## config.mk

```make
export PLATFORM = sky130hd
export DESIGN_NAME = slrt_isqrt
export DESIGN_NICKNAME = d
export VERILOG_FILES = /design/src/hw/rtl/slrt_pkg.sv /design/src/hw/rtl/slrt_isqrt.sv
export SDC_FILE = /design/constraint.sdc
export NUM_CORES = 2
export LEC_CHECK = 0
export CORE_MARGIN = 8
export CORE_UTILIZATION = 45
export DETAILED_ROUTE_END_ITERATION = 8
export DONT_BUFFER_PORTS = 1
export RECOVER_POWER = 100
export SYNTH_ARGS = -nofsm -noshare
export SYNTH_HDL_FRONTEND = slang
export SYNTH_SLANG_ARGS = --single-unit
```

## constraint.sdc

```tcl
create_clock -name clk_i -period 21 [get_ports clk_i]
set_input_delay 1.05 -clock clk_i [delete_from_list [all_inputs] [get_ports clk_i]]
set_output_delay 1.05 -clock clk_i [all_outputs]
set_load 0.02 [all_outputs]
```

## src/hw/rtl/slrt_pkg.sv

```systemverilog
// shared constants for the spot light reach test pipeline
`timescale 1ns / 1ps
package slrt_pkg;

  // operand slice width of the pipelined wide multiplier
  localparam int unsigned MulChunkW = 16;
  // register stages through the wide multiplier
  localparam int unsigned MulLatency = 3;
  // square root digits resolved in each pipeline stage
  localparam int unsigned SqrtStepsPerStage = 4;

endpackage

```

## src/hw/rtl/slrt_isqrt.sv

```systemverilog
// pipelined integer square root, rounding down
`timescale 1ns / 1ps
module slrt_isqrt #(
  parameter int unsigned VW = 58,
  parameter int unsigned RW = 29
) (
  input  logic          clk_i,
  input  logic          en_i,
  input  logic [VW-1:0] v_i,
  output logic [RW-1:0] root_o
);
  import slrt_pkg::*;

  localparam int unsigned NS  = (RW + SqrtStepsPerStage - 1) / SqrtStepsPerStage;
  localparam int unsigned NI  = NS * SqrtStepsPerStage;
  localparam int unsigned XW  = 2 * NI;
  localparam int unsigned RMW = NI + 2;

  logic [RMW-1:0] rem_q  [NS];
  logic [NI-1:0]  root_q [NS];
  logic [XW-1:0]  x_q    [NS];

  for (genvar s = 0; s < NS; s++) begin : g_stage
    logic [RMW-1:0] rem_in;
    logic [NI-1:0]  root_in;
    logic [XW-1:0]  x_in;
    logic [RMW-1:0] rem_d;
    logic [NI-1:0]  root_d;
    logic [XW-1:0]  x_d;

    if (s == 0) begin : g_first
      assign rem_in  = '0;
      assign root_in = '0;
      assign x_in    = XW'(v_i);
    end else begin : g_next
      assign rem_in  = rem_q[s-1];
      assign root_in = root_q[s-1];
      assign x_in    = x_q[s-1];
    end

    // restoring digit recurrence, two radicand bits per step
    always_comb begin
      logic [RMW-1:0] trial;
      rem_d  = rem_in;
      root_d = root_in;
      x_d    = x_in;
      trial  = '0;
      for (int j = 0; j < SqrtStepsPerStage; j++) begin
        rem_d = {rem_d[RMW-3:0], x_d[XW-1 -: 2]};
        x_d   = x_d << 2;
        trial = {root_d, 2'b01};
        if (rem_d >= trial) begin
          rem_d  = rem_d - trial;
          root_d = {root_d[NI-2:0], 1'b1};
        end else begin
          root_d = {root_d[NI-2:0], 1'b0};
        end
      end
    end

    always_ff @(posedge clk_i) begin
      if (en_i) begin
        rem_q[s]  <= rem_d;
        root_q[s] <= root_d;
        x_q[s]    <= x_d;
      end
    end
  end

  assign root_o = root_q[NS-1][RW-1:0];

endmodule

```

### Word level (Yosys, flattened, before mapping)

Memories as Yosys holds them, arrays and structs flattened.
Cells that the tools add are included.

* add/subtract/negate cells: 29
* magnitude comparators: 29
* muxes and demuxes: 60

Operators by type and width (count)
* $ge A34 B34 Y1: 28
* $mux W32: 21
* $sub A32 B32 Y32: 21
* $mux W34: 8
* $sub A34 B34 Y34: 7
* $mux W1: 31
* $sub A2 B1 Y3 const B: 1
* $ge A2 B1 Y1 const B: 1

* register bits: 0
* RAM bits: 976
* input bits: 60
* output and inout port bits: 29
* logic and storage cells: 121
* memories kept: 3

Memories
* x_q: depth 8, bits a word 56, read ports 7, clocked after memory_dff 0, write ports 8, line slrt_isqrt.sv:21 `logic [XW-1:0] x_q [NS];`
* rem_q: depth 8, bits a word 34, read ports 7, clocked after memory_dff 0, write ports 8, line slrt_isqrt.sv:19 `logic [RMW-1:0] rem_q [NS];`
* root_q: depth 8, bits a word 32, read ports 8, clocked after memory_dff 0, write ports 8, line slrt_isqrt.sv:20 `logic [NI-1:0] root_q [NS];`

### Longest topological paths before layout

An unclocked memory read counts as a cell.

* depth in word-level cells: 9
* gate-level depth with buffers: 64

### Worst setup path after synthesis

No wires, ideal clock.

* path kind: register to register
* start: memory root_q[1][77] (netlist name)
* end: memory root_q[1][96] (netlist name), data pin
* data arrival time: 11.485 ns
* setup slack: 9.248 ns
* stages on the path, launching flop included: 58
* period minus slack after synthesis: 11.752 ns
* cell sequence: edfxtp_1 > inv_1 > ha_1 > clkbuf_1 > a21o_1 > a21oi_1 > nor2b_1 > a311oi_1 > a211oi_1 > nand2b_1 > clkbuf_1 > inv_1 > clkbuf_1 > buf_1 > nor2_1 > a21oi_1 > inv_1 > ha_1 > (+22 left out) > clkbuf_1 > nor2_1 > xnor2_1 > ha_1 > and4_1 > a21oi_1 > a21boi_0 > o21ai_0 > nand2b_1 > a21oi_1 > nor3_1 > o21ai_0 > o21ai_0 > a211o_1 > or4_1 > a21oi_1 > a21o_1 > o21ai_0

RTL lines (line)
* from (decl): slrt_isqrt.sv:20

==> impl_metrics.env <==
export IMPL_outcome="finished with violations"
export IMPL_failed_checks="capacitance limit, slew limit"
export IMPL_ys_flop_type="edfxtp_1"
export IMPL_gr_usage_met2_pct=40.2
export IMPL_setup_tns_ns=0
export IMPL_finClkSkew_ns=0.0489
export IMPL_final_setup_viol_count=0
export IMPL_numCtsBuffers=68
export IMPL_ys_async_sr_fraction_pct=0
export IMPL_clockBufferDepth=3
export IMPL_cts_sink_count=539
export IMPL_cts_max_level=3
export IMPL_syn_to_final_growth_pct=6.53
export IMPL_top_usage_layer="met2"
export IMPL_fp_dieH_um=366
export IMPL_maxSlewViolCount=115
export IMPL_hold_viol_final=0
export IMPL_p_per_area_nw_per_um2=163
export IMPL_syn_avg_cell_area_um2=8.44
export IMPL_startpoint_type="register"
export IMPL_ioPinCount=89
export IMPL_cp_startpoint="root_q[1][3]"
export IMPL_dp_hpwl_mm=141
export IMPL_hp_start="x_q[1][35]"
export IMPL_layout_worst_path_cycle_share_pct=81.1
export IMPL_rsz0062_at_grt="false"
export IMPL_synth_adder_area_share_pct=10.6
export IMPL_post_cts_buffers=0
export IMPL_antenna_found_initial=3
export IMPL_drtIter0Drc=4568
export IMPL_power_static_leakage_uw=0.0236
export IMPL_max_stage_delay_ns=1.11
export IMPL_syn_inst=6534
export IMPL_holdWs_ns=0.381
export IMPL_grt_ovfl_total=0
export IMPL_cts_tree="built"
export IMPL_slew_headroom_pct=-28.5
export IMPL_ys_warn_count=0
export IMPL_synth_top_family_by_area="compound AO/OA/AOI/OAI gates"
export IMPL_min_path_type="reg2reg"
export IMPL_path_class="reg2reg"
export IMPL_vias=49776
export IMPL_gr_usage_met1_pct=35.4
export IMPL_drive_above_1_share_pct=4.89
export IMPL_ctsResizeCount=0
export IMPL_syn_area_um2=55200
export IMPL_clkTransAtPathRegs_ns=0.07
export IMPL_ir_worst_vdd_mv=0.127
export IMPL_seq_area_frac_synth_pct=29.3
export IMPL_cp_arrival_ns=17.43
export IMPL_portBuffers=0
export IMPL_drcViolationCount=0
export IMPL_synth_edf_count=539
export IMPL_nets=6973
export IMPL_grt_max_degree=540
export IMPL_drt_total_wl_mm=178
export IMPL_die_x_um=366
export IMPL_ys_ff_latch=539
export IMPL_crit_path_top_delay_cell="clkbuf_1"
export IMPL_track_usage_pct=25.2
export IMPL_worst_path_most_repeated_cell="inv_1"
export IMPL_synth_mux_area_share_pct=2.30
export IMPL_r2r_start="root_q[1][3]"
export IMPL_start_util_pct=45.3
export IMPL_post_route_min_period_ns=17.03
export IMPL_synth_compound_area_share_pct=22.3
export IMPL_grt_pass1_vias=46844
export IMPL_synth_xor_area_share_pct=9.90
export IMPL_grt_pass1_wl_mm=273
export IMPL_dr_pass1_iters=6
export IMPL_synthSimpleGateAreaFrac_pct=21.9
export IMPL_holdBufCountCts=0
export IMPL_use_met3_pct=4.14
export IMPL_crit_required_ns=21.40
export IMPL_gp_congestion=0.964
export IMPL_core_um2=122000
export IMPL_worstPathMaxFanout=38
export IMPL_root_buffer="clkbuf_16"
export IMPL_clk_latency_ns=0.71
export IMPL_wl_per_cell_um=21.9
export IMPL_max_freq_mhz=58.7
export IMPL_worstSetupEndpointType="register"
export IMPL_max_cap_viol_count=5
export IMPL_placementRows=128
export IMPL_drtAntennaViolNets=0
export IMPL_tightestPinTransition_ns=1.93
export IMPL_ys_types=122
export IMPL_synth_fp_nets=7061
export IMPL_viasPerCell=6.13
export IMPL_die_area_um2=134000
[kinds of logic after synthesis]
group	after synthesis
multiplexers	117
adder cells (fa/ha/maj)	467
XOR/XNOR	622
AND/OR/NAND/NOR	2377
flip-flops	539
AO/OA/AOI/OAI	1889
buffers and inverters	522
other	1
[power breakdown]
part	internal [uW]	switching, uW
Sequential	1520	190
Clock	674	524
Combinational	2520	4140
Total	4710	4850
[final timing paths]
kind	to	slack (ns)	cells past startpoint
setup / recovery	rem_q[5][31]	3.97	46
setup reg to reg	rem_q[5][31]	3.97	46
hold reg to reg	x_q[2][43]	0.38	0
hold / removal	x_q[2][43]	0.38	0
[cell usage in the layout, fill, tap and decap left out, types with 78 or more instances in the layout]
master and instances:
nor2_1 597, nor4_1 86, nor3_1 172, ha_1 467
edfxtp_1 539, nand2b_1 78, a21o_1 237, a21oi_1 575
nand4_1 116, xor2_1 230, xnor2_1 390, nand3_1 185
nand2_1 587, nor2b_1 78, o21ai_0 370, inv_1 328
[stage by stage]
step	setup slack (ns)	cells	utilization [%]	total power (uW)	cell area (um^2)
floorplan	9.25	6534	-	6480	55200
global placement	6.81	8001	46.6	8250	56700
detailed placement	6.66	8001	46.6	8220	56700
CTS	6.55	8124	48.4	9490	58900
global route	2.71	8124	48.3	10300	58800
finish	3.97	8126	48.3	9560	58800
[metal layers]
metal | routed length (um) | share of wire, %
met2 | 79700 | 45
met1 | 82800 | 46
met5 | 0 | 0
met3 | 10700 | 6.0
met4 | 4850 | 2.7
[registers in the layout (all words and copies together), names as in the netlist]
name	cells
rem_q	195
x_q	224
root_q	120
[Yosys cell counts, types with 140 or more instances]
cell type | count | area (um^2)
nand2_1 | 586 | 2200
nand3_1 | 186 | 931
nor2_1 | 597 | 2240
xor2_1 | 230 | 2010
xnor2_1 | 390 | 3420
a21o_1 | 237 | 1780
edfxtp_1 | 539 | 16200
a21oi_1 | 575 | 2880
nor3_1 | 172 | 861
clkbuf_1 | 140 | 526
ha_1 | 467 | 5840
o21ai_0 | 368 | 1840
inv_1 | 322 | 1210
[cell type report]
type	count	area, um^2
tap	1625	2030
sequential	539	16200
inverter	330	1240
multi-input combinational	5473	36800
clock inverter	48	541
timing repair buffer	34	203
fill	11960	62900
clock buffer	75	1730
antenna	2	5.00
[critical path, delay by kind of cell, from the launching register on]
kind / cells / cell delay [ns]
adder cells (fa/ha/maj): 4 / 1.52
buffers and inverters: 8 / 4.34
flip-flops: 1 / 0.38
XOR/XNOR: 2 / 0.24
AO/OA/AOI/OAI: 15 / 4.82
AND/OR/NAND/NOR: 17 / 5.36
(Power assumes the default switching activity.)
